===== src/isc_pkg.sv =====
package isc_pkg;

    localparam int ChW    = 8;
    localparam int ValueW = 64;
    localparam int ModeW  = 3;

    localparam logic [ModeW-1:0] MODE_IDLE  = 3'd0;
    localparam logic [ModeW-1:0] MODE_ZERO  = 3'd1;
    localparam logic [ModeW-1:0] MODE_BIN   = 3'd2;
    localparam logic [ModeW-1:0] MODE_OCT   = 3'd3;
    localparam logic [ModeW-1:0] MODE_HEX   = 3'd4;
    localparam logic [ModeW-1:0] MODE_DEC   = 3'd5;
    localparam logic [ModeW-1:0] MODE_LZDEC = 3'd6;

    localparam logic [1:0] STATUS_INT  = 2'd0;
    localparam logic [1:0] STATUS_REAL = 2'd1;
    localparam logic [1:0] STATUS_NONE = 2'd2;

    localparam logic [1:0] BASE_DEC = 2'd0;
    localparam logic [1:0] BASE_BIN = 2'd1;
    localparam logic [1:0] BASE_OCT = 2'd2;
    localparam logic [1:0] BASE_HEX = 2'd3;

    typedef struct packed {
        logic       dig;
        logic       zero;
        logic       one;
        logic       octd;
        logic [3:0] dv;
        logic       idst;
        logic       sep;
        logic       real_start;
        logic       hexd;
        logic [3:0] hv;
        logic       is_b;
        logic       is_o;
        logic       is_x;
    } cls_t;

    typedef struct packed {
        logic [1:0]        status;
        logic [1:0]        base;
        logic [ValueW-1:0] value;
        logic              overflowed;
        logic              dirty;
        logic              has_suffix;
    } res_t;

endpackage


===== src/isc_classify.sv =====
module isc_classify
    import isc_pkg::*;
(
    input  logic [ChW-1:0] ch,
    output cls_t           cls
);

    logic lower;
    logic upper;
    logic [ChW-1:0] d_off;
    logic [ChW-1:0] l_off;
    logic [ChW-1:0] u_off;

    always_comb
    begin
        lower = (ch >= 8'h61) && (ch <= 8'h7a);
        upper = (ch >= 8'h41) && (ch <= 8'h5a);
        d_off = ch - 8'h30;
        l_off = ch - 8'h57;
        u_off = ch - 8'h37;

        cls.dig        = (ch >= 8'h30) && (ch <= 8'h39);
        cls.zero       = (ch == 8'h30);
        cls.one        = (ch == 8'h31);
        cls.octd       = (ch >= 8'h30) && (ch <= 8'h37);
        cls.dv         = cls.dig ? d_off[3:0] : 4'd0;
        cls.idst       = lower || upper || (ch == 8'h5f);
        cls.sep        = (ch == 8'h27);
        cls.real_start = (ch == 8'h2e) || (ch == 8'h65) || (ch == 8'h45)
                         || (ch == 8'h70) || (ch == 8'h50);
        cls.hexd       = cls.dig || ((ch >= 8'h61) && (ch <= 8'h66))
                         || ((ch >= 8'h41) && (ch <= 8'h46));
        cls.hv         = cls.dig ? d_off[3:0] : (lower ? l_off[3:0] : u_off[3:0]);
        cls.is_b       = (ch == 8'h62) || (ch == 8'h42);
        cls.is_o       = (ch == 8'h6f) || (ch == 8'h4f);
        cls.is_x       = (ch == 8'h78) || (ch == 8'h58);
    end

endmodule


===== src/isc_core.sv =====
module isc_core
    import isc_pkg::*;
(
    input  logic clk,
    input  logic rst_n,
    input  logic step,
    input  cls_t cls,
    output logic emit,
    output res_t res
);

    logic [ModeW-1:0]  mode_reg, mode_next;
    logic [ValueW-1:0] acc_reg, acc_next;
    logic              ovf_reg, ovf_next;
    logic              err_reg, err_next;
    logic              sep_reg, sep_next;

    logic [ValueW+3:0] dec_sum;
    logic              err_emit;
    logic [1:0]        r_status;
    logic [1:0]        r_base;
    logic              r_suffix;

    always_comb
    begin
        dec_sum = ({4'd0, acc_reg} << 3) + ({4'd0, acc_reg} << 1)
                  + {{(ValueW){1'b0}}, cls.dv};

        mode_next = mode_reg;
        acc_next  = acc_reg;
        ovf_next  = ovf_reg;
        err_next  = err_reg;
        sep_next  = sep_reg;
        emit      = 1'b0;
        err_emit  = err_reg;
        r_status  = STATUS_INT;
        r_base    = BASE_DEC;
        r_suffix  = 1'b0;

        case (mode_reg)
            MODE_ZERO:
            begin
                if (cls.is_b)
                begin
                    mode_next = MODE_BIN;
                    sep_next  = 1'b1;
                end
                else if (cls.is_o)
                begin
                    mode_next = MODE_OCT;
                    sep_next  = 1'b1;
                end
                else if (cls.is_x)
                begin
                    mode_next = MODE_HEX;
                    sep_next  = 1'b1;
                end
                else if (cls.dig)
                begin
                    mode_next = MODE_LZDEC;
                    err_next  = 1'b1;
                end
                else if (cls.real_start)
                begin
                    emit     = 1'b1;
                    r_status = STATUS_REAL;
                end
                else if (cls.sep)
                begin
                    emit     = 1'b1;
                    err_emit = 1'b1;
                end
                else
                begin
                    emit     = 1'b1;
                    r_suffix = cls.idst;
                end
            end
            MODE_BIN:
            begin
                if (cls.zero || cls.one)
                begin
                    ovf_next = ovf_reg | acc_reg[ValueW-1];
                    acc_next = {acc_reg[ValueW-2:0], cls.one};
                    sep_next = 1'b0;
                end
                else if (cls.sep)
                begin
                    err_next = err_reg | sep_reg;
                    sep_next = 1'b1;
                end
                else if (cls.dig)
                begin
                    err_next = 1'b1;
                    sep_next = 1'b0;
                end
                else
                begin
                    emit     = 1'b1;
                    r_base   = BASE_BIN;
                    r_suffix = cls.idst;
                end
            end
            MODE_OCT:
            begin
                if (cls.octd)
                begin
                    ovf_next = ovf_reg | (|acc_reg[ValueW-1:ValueW-3]);
                    acc_next = {acc_reg[ValueW-4:0], cls.dv[2:0]};
                    sep_next = 1'b0;
                end
                else if (cls.sep)
                begin
                    err_next = err_reg | sep_reg;
                    sep_next = 1'b1;
                end
                else if (cls.dig)
                begin
                    err_next = 1'b1;
                    sep_next = 1'b0;
                end
                else
                begin
                    emit     = 1'b1;
                    r_base   = BASE_OCT;
                    r_suffix = cls.idst;
                end
            end
            MODE_HEX:
            begin
                if (cls.hexd)
                begin
                    ovf_next = ovf_reg | (|acc_reg[ValueW-1:ValueW-4]);
                    acc_next = {acc_reg[ValueW-5:0], cls.hv};
                    sep_next = 1'b0;
                end
                else if (cls.sep)
                begin
                    err_next = err_reg | sep_reg;
                    sep_next = 1'b1;
                end
                else
                begin
                    emit     = 1'b1;
                    r_base   = BASE_HEX;
                    err_emit = err_reg | cls.idst;
                end
            end
            MODE_DEC:
            begin
                if (cls.dig)
                begin
                    ovf_next = ovf_reg | (|dec_sum[ValueW+3:ValueW]);
                    acc_next = dec_sum[ValueW-1:0];
                    sep_next = 1'b0;
                end
                else if (cls.sep)
                begin
                    err_next = err_reg | sep_reg;
                    sep_next = 1'b1;
                end
                else if (cls.real_start)
                begin
                    emit     = 1'b1;
                    r_status = STATUS_REAL;
                end
                else
                begin
                    emit     = 1'b1;
                    r_suffix = cls.idst;
                end
            end
            MODE_LZDEC:
            begin
                if (!(cls.dig || cls.sep))
                begin
                    emit     = 1'b1;
                    r_suffix = cls.idst;
                end
            end
            default:
            begin
                if (cls.zero)
                begin
                    mode_next = MODE_ZERO;
                end
                else if (cls.dig)
                begin
                    mode_next = MODE_DEC;
                    acc_next  = {{(ValueW-4){1'b0}}, cls.dv};
                    sep_next  = 1'b0;
                end
                else
                begin
                    emit     = 1'b1;
                    r_status = STATUS_NONE;
                end
            end
        endcase

        // an emitted result returns the scanner to its cleared state
        if (emit)
        begin
            mode_next = MODE_IDLE;
            acc_next  = '0;
            ovf_next  = 1'b0;
            err_next  = 1'b0;
            sep_next  = 1'b1;
        end

        if (r_status == STATUS_INT)
        begin
            res.status     = r_status;
            res.base       = r_base;
            res.value      = (ovf_reg || err_emit) ? {ValueW{1'b1}} : acc_reg;
            res.overflowed = ovf_reg;
            res.dirty      = err_emit;
            res.has_suffix = r_suffix;
        end
        else
        begin
            res.status     = r_status;
            res.base       = BASE_DEC;
            res.value      = '0;
            res.overflowed = 1'b0;
            res.dirty      = 1'b0;
            res.has_suffix = 1'b0;
        end
    end

    always_ff @(posedge clk or negedge rst_n)
    begin
        if (!rst_n)
        begin
            mode_reg <= MODE_IDLE;
            acc_reg  <= '0;
            ovf_reg  <= 1'b0;
            err_reg  <= 1'b0;
            sep_reg  <= 1'b1;
        end
        else if (step)
        begin
            mode_reg <= mode_next;
            acc_reg  <= acc_next;
            ovf_reg  <= ovf_next;
            err_reg  <= err_next;
            sep_reg  <= sep_next;
        end
    end

endmodule


===== src/integer_literal_scanner.sv =====
// channel | transaction        | handshake
// input   | ch                 | in_valid / in_stall
// output  | status, base,      | out_valid / out_stall
//         | value, overflowed, |
//         | dirty, has_suffix  |
// one character per cycle sustained while in_stall is low; a result is
// formed by the input register, then the scan step into result register
// the scan step is one 68-bit shift-add and compare for decimal digits
// rst_n clears the scanner state and both valid registers at once
// a character waits in the input register only while it would end a literal
// and the result register is still held by out_stall
module integer_literal_scanner
    import isc_pkg::*;
(
    input  logic              clk,
    input  logic              rst_n,
    input  logic              in_valid,
    output logic              in_stall,
    input  logic [ChW-1:0]    ch,
    output logic              out_valid,
    input  logic              out_stall,
    output logic [1:0]        status,
    output logic [1:0]        base,
    output logic [ValueW-1:0] value,
    output logic              overflowed,
    output logic              dirty,
    output logic              has_suffix
);

    logic           in_valid_reg, in_valid_next;
    logic [ChW-1:0] ch_reg;
    logic           out_valid_reg, out_valid_next;
    res_t           res_reg;

    cls_t cls;
    res_t res;
    logic emit;
    logic out_free;
    logic step;
    logic take_in;

    isc_classify u_classify
    (
        .ch  (ch_reg),
        .cls (cls)
    );

    isc_core u_core
    (
        .clk   (clk),
        .rst_n (rst_n),
        .step  (step),
        .cls   (cls),
        .emit  (emit),
        .res   (res)
    );

    always_comb
    begin
        out_free       = !out_valid_reg || !out_stall;
        step           = in_valid_reg && (!emit || out_free);
        in_stall       = in_valid_reg && !step;
        take_in        = in_valid && !in_stall;
        in_valid_next  = take_in || (in_valid_reg && !step);
        out_valid_next = (step && emit) || (out_valid_reg && out_stall);
    end

    always_ff @(posedge clk or negedge rst_n)
    begin
        if (!rst_n)
        begin
            in_valid_reg  <= 1'b0;
            out_valid_reg <= 1'b0;
        end
        else
        begin
            in_valid_reg  <= in_valid_next;
            out_valid_reg <= out_valid_next;
        end
    end

    always_ff @(posedge clk)
    begin
        if (take_in)
        begin
            ch_reg <= ch;
        end
        if (step && emit)
        begin
            res_reg <= res;
        end
    end

    assign out_valid  = out_valid_reg;
    assign status     = res_reg.status;
    assign base       = res_reg.base;
    assign value      = res_reg.value;
    assign overflowed = res_reg.overflowed;
    assign dirty      = res_reg.dirty;
    assign has_suffix = res_reg.has_suffix;

endmodule

===== config.mk =====
export PLATFORM = sky130hd
export DESIGN_NAME = integer_literal_scanner
export DESIGN_NICKNAME = d
export VERILOG_FILES = /design/src/isc_pkg.sv /design/src/isc_classify.sv /design/src/isc_core.sv /design/src/integer_literal_scanner.sv
export SDC_FILE = /design/constraint.sdc
export NUM_CORES = 1
export LEC_CHECK = 0
export ABC_AREA = 1
export BUFFER_PORTS_ARGS = -buffer_cell sky130_fd_sc_hd__buf_2
export CAP_MARGIN = 20
export CORE_MARGIN = 2
export CORE_UTILIZATION = 51
export DETAILED_ROUTE_END_ITERATION = 10
export PLACE_DENSITY = 0.79
export SLEW_MARGIN = 40
export SYNTH_ARGS = -nofsm -noshare
export SYNTH_HDL_FRONTEND = slang
export SYNTH_SLANG_ARGS = --single-unit

===== constraint.sdc =====
create_clock -name clk -period 5.9 [get_ports clk]
set_input_delay 0.59 -clock clk [delete_from_list [all_inputs] [get_ports clk]]
set_output_delay 0.59 -clock clk [all_outputs]
set_load 0.05 [all_outputs]

==> impl_metrics.tcl <==
set metrics [dict create \
    final.period_utilization 0.766 \
    cts_resized 0 \
    final.setup.tns_ns 0 \
    die_h_um 171 \
    synth.area.top_cells "nand2_1 17%, edfxtp_1 17%, dfrtp_1 12%" \
    p_total_mw 6.14 \
    synth_nets 2317 \
    hold_violations 0 \
    nets 2371 \
    drive_above_1_share 0.0795 \
    min_period_ns 4.52 \
    pwr-share-comb 0.538 \
    whs_ns 0.179 \
    multi_input_area_um2 8460 \
    drv_cap 0 \
    cellPowerDensity_nw_per_um2 395 \
    clk_latency_ns 0.45 \
    tightest_slew_ns 0.795 \
    io_buffers 84 \
    critPathRequiredTime_ns 6.27 \
    grt_pass1_wl_um 73300 \
    crit_slowest_cell "o21bai_1" \
    fp-row-count 61 \
    yosysMostFrequentCell "nand2_1" \
    crit_type "flop to flop" \
    irDropWorstVdd_v 0.000505 \
    fillers 2743 \
    antenna_found_initial 0 \
    p_leak_nw 8.15 \
    async_reset_ff_frac 0.477 \
    synth_ff_type "edfxtp_1" \
    crit_path_max_fanout 14 \
    hold_buffers 0 \
    synthToLayoutAreaGrowth_pct 9.15 \
    drv_slew 0 \
    synth.top_cell.area_share 0.169 \
    cts_root_buf "clkbuf_16" \
    end_kind "flop" \
    sequentialPowerShare 0.284 \
    max_freq_mhz 221 \
    antenna_cells 0 \
    synth_warnings 0 \
    slew_headroom 0.470 \
    crit_family "simple AND/OR/NAND/NOR gates" \
    dp_hpwl_um 34200 \
    crit_path_max_incr_delay_ns 0.53 \
    synth_area_um2 14200 \
    avgSynthCellArea_um2 6.56 \
    synth_seq_cells 151 \
    synth_edf_count 79 \
    ys_top_cells_by_count "642 x nand2_1, 341 x inv_1, 181 x nor2_1" \
    clk_pin_slew_ns 0.07 \
    yosysSeqAreaShare 0.293 \
    drc 0 \
    start_util 0.515 \
    clockPowerShare 0.179 \
    core_region_area_um2 27600 \
    clock_skew_ns 0.0138 \
    grt_pass1_vias 14000 \
    grt_setup_unrepaired "false" \
    vias_per_cell 5.57 \
    min_path_type "input pin to asynchronous set/reset pin" \
    startpoint_type "flop" \
    critPathMostFrequentCell "nand2_1" \
    internal_power_mw 2.86 \
    yosysTopAreaCell "nand2_1" \
    track_usage 0.322 \
    routed_wl_um 45500 \
    die_width_um 171 \
    r2r_start "ch_reg[0]$_DFFE_PP_" \
    drt_iter0_drc 1362 \
    place_congestion 1.05 \
    post_drt_wl_per_cell_um 17.4 \
    cp-startpoint "ch_reg[0]$_DFFE_PP_" \
    clock-sinks 151 \
    crit_buf_inv 4 \
    finalSetupViolCount 0 \
    worstPathArrival_ns 4.89 \
    ant_nets 0 \
    cts_setup_buffers 0 \
    synth.distinct_cells 52 \
    syn-instance-count 2171 \
    grt_overflow 0 \
    grt_max_degree 73 \
    outcome "finished, final reports clean" \
    num_vias 14600 \
    numCtsBuffers 17 \
    die_area_um2 29300 \
    cts_tree "done" \
    drt-pass1-iter-count 6 \
    p_switching_mw 3.28 \
    clockBufferDepth 2 \
    htreeDepth 4 \
    ios 85 \
    regArea_um2 4180 \
    sw_frac_of_total 0.534 \
]
## metal layers
metal	routed length (um)	vias up	track usage
li1	-	7219	-
met2	21200	555	0.539
met4	1570	0	0.134
met1	20000	6717	0.420
met5	0	-	0
met3	2840	93	0.0398
## metrics by stage
| stage | instance area (um^2) | cells | utilization | setup slack, ns |
|---|---|---|---|---|
| floorplan | 14200 | 2171 | - | 2.20 |
| global placement | 15000 | 2584 | 0.542 | 1.46 |
| detailed placement | 15000 | 2584 | 0.542 | 1.46 |
| CTS | 15500 | 2616 | 0.563 | 1.45 |
| global route | 15500 | 2616 | 0.563 | 0.949 |
| finish | 15500 | 2616 | 0.563 | 1.38 |
## placed cells by master (no fill, tap or decap), types with 3 or more instances in the layout
cell,Yosys,routed
inv_6,0,4
o21ai_0,177,177
o22ai_1,40,40
o21bai_1,16,16
clkbuf_16,0,17
nand2_2,4,4
dfrtp_1,71,71
clkinvlp_4,0,3
nand3_2,3,4
nand4_1,11,11
clkinv_4,0,3
xnor2_1,7,7
ha_1,132,132
nand3b_1,11,11
buf_2,13,83
o21ai_2,5,5
a22oi_1,8,8
nor2_2,6,7
nor2_1,181,180
o21ai_1,44,44
xor2_1,3,3
nand3_1,98,97
nand2_1,642,642
inv_1,341,340
a221oi_1,13,13
a21oi_1,145,145
buf_4,1,11
nor3_1,19,19
or2_2,14,14
inv_2,8,9
o221ai_1,3,3
edfxtp_1,79,79
## layout make-up
cell class / instances / area share
Tap cell: 378 / 0.0304
Sequential cell: 151 / 0.269
Multi-Input combinational cell: 1606 / 0.544
Clock buffer: 20 / 0.0287
Timing Repair Buffer: 97 / 0.0355
Inverter: 352 / 0.0852
Clock inverter: 12 / 0.00765
## cell families after synthesis
group	share of synthesized area
DFF	0.293
xor gates and xnor gates	0.00615
adders and majority gates	0.119
AOI/OAI and AO/OA	0.180
buffers and inverters	0.114
and+or+nand+nor	0.288
## power groups by stage
| stage | Combinational (mW) | Clock (mW) | Sequential (mW) |
|---|---|---|---|
| CTS | 3.29 | 1.11 | 1.75 |
| global route | 3.58 | 1.14 | 1.79 |
| finish | 3.30 | 1.10 | 1.74 |
| detailed placement | 3.28 | 0 | 1.76 |
| floorplan | 1.58 | 0 | 2.68 |
| global placement | 3.24 | 0 | 1.75 |
## worst reg2reg max path: stages (launching register included)
cell and delay (ns):
edfxtp_1 0.48, inv_1 0.13, ha_1 0.26, o21ai_1 0.14, nand2_1 0.06, nand2_1 0.05
nand2_1 0.06, nand2_2 0.29, nor2_1 0.12, fa_1 0.52, inv_1 0.06, fa_1 0.43
inv_1 0.08, nand2_1 0.07, nand2_1 0.06, nand3_1 0.06, nand2_1 0.14, nand2_1 0.07
nand2_1 0.10, inv_1 0.06, o21bai_1 0.53, nand2_1 0.17, nand3b_1 0.12, nand3_1 0.08
nand3_1 0.09, nand2_1 0.05, o21ai_1 0.15
## final timing paths
path                       cells past startpoint  slack (ns)                             end
min in group clk                               1        0.31             ch_reg[6]$_DFFE_PP_
hold reg to reg                                2        0.50      u_core.sep_reg$_DFFE_PN1P_
max in group asynchronous                      1        5.26  u_core.acc_reg[13]$_DFFE_PN0P_
setup reg to reg                              26        1.38  u_core.acc_reg[42]$_DFFE_PN0P_
setup / recovery                              26        1.38  u_core.acc_reg[42]$_DFFE_PN0P_
hold / removal                                 1        0.18  u_core.acc_reg[50]$_DFFE_PN0P_
Power figures use the tool's default switching activity.
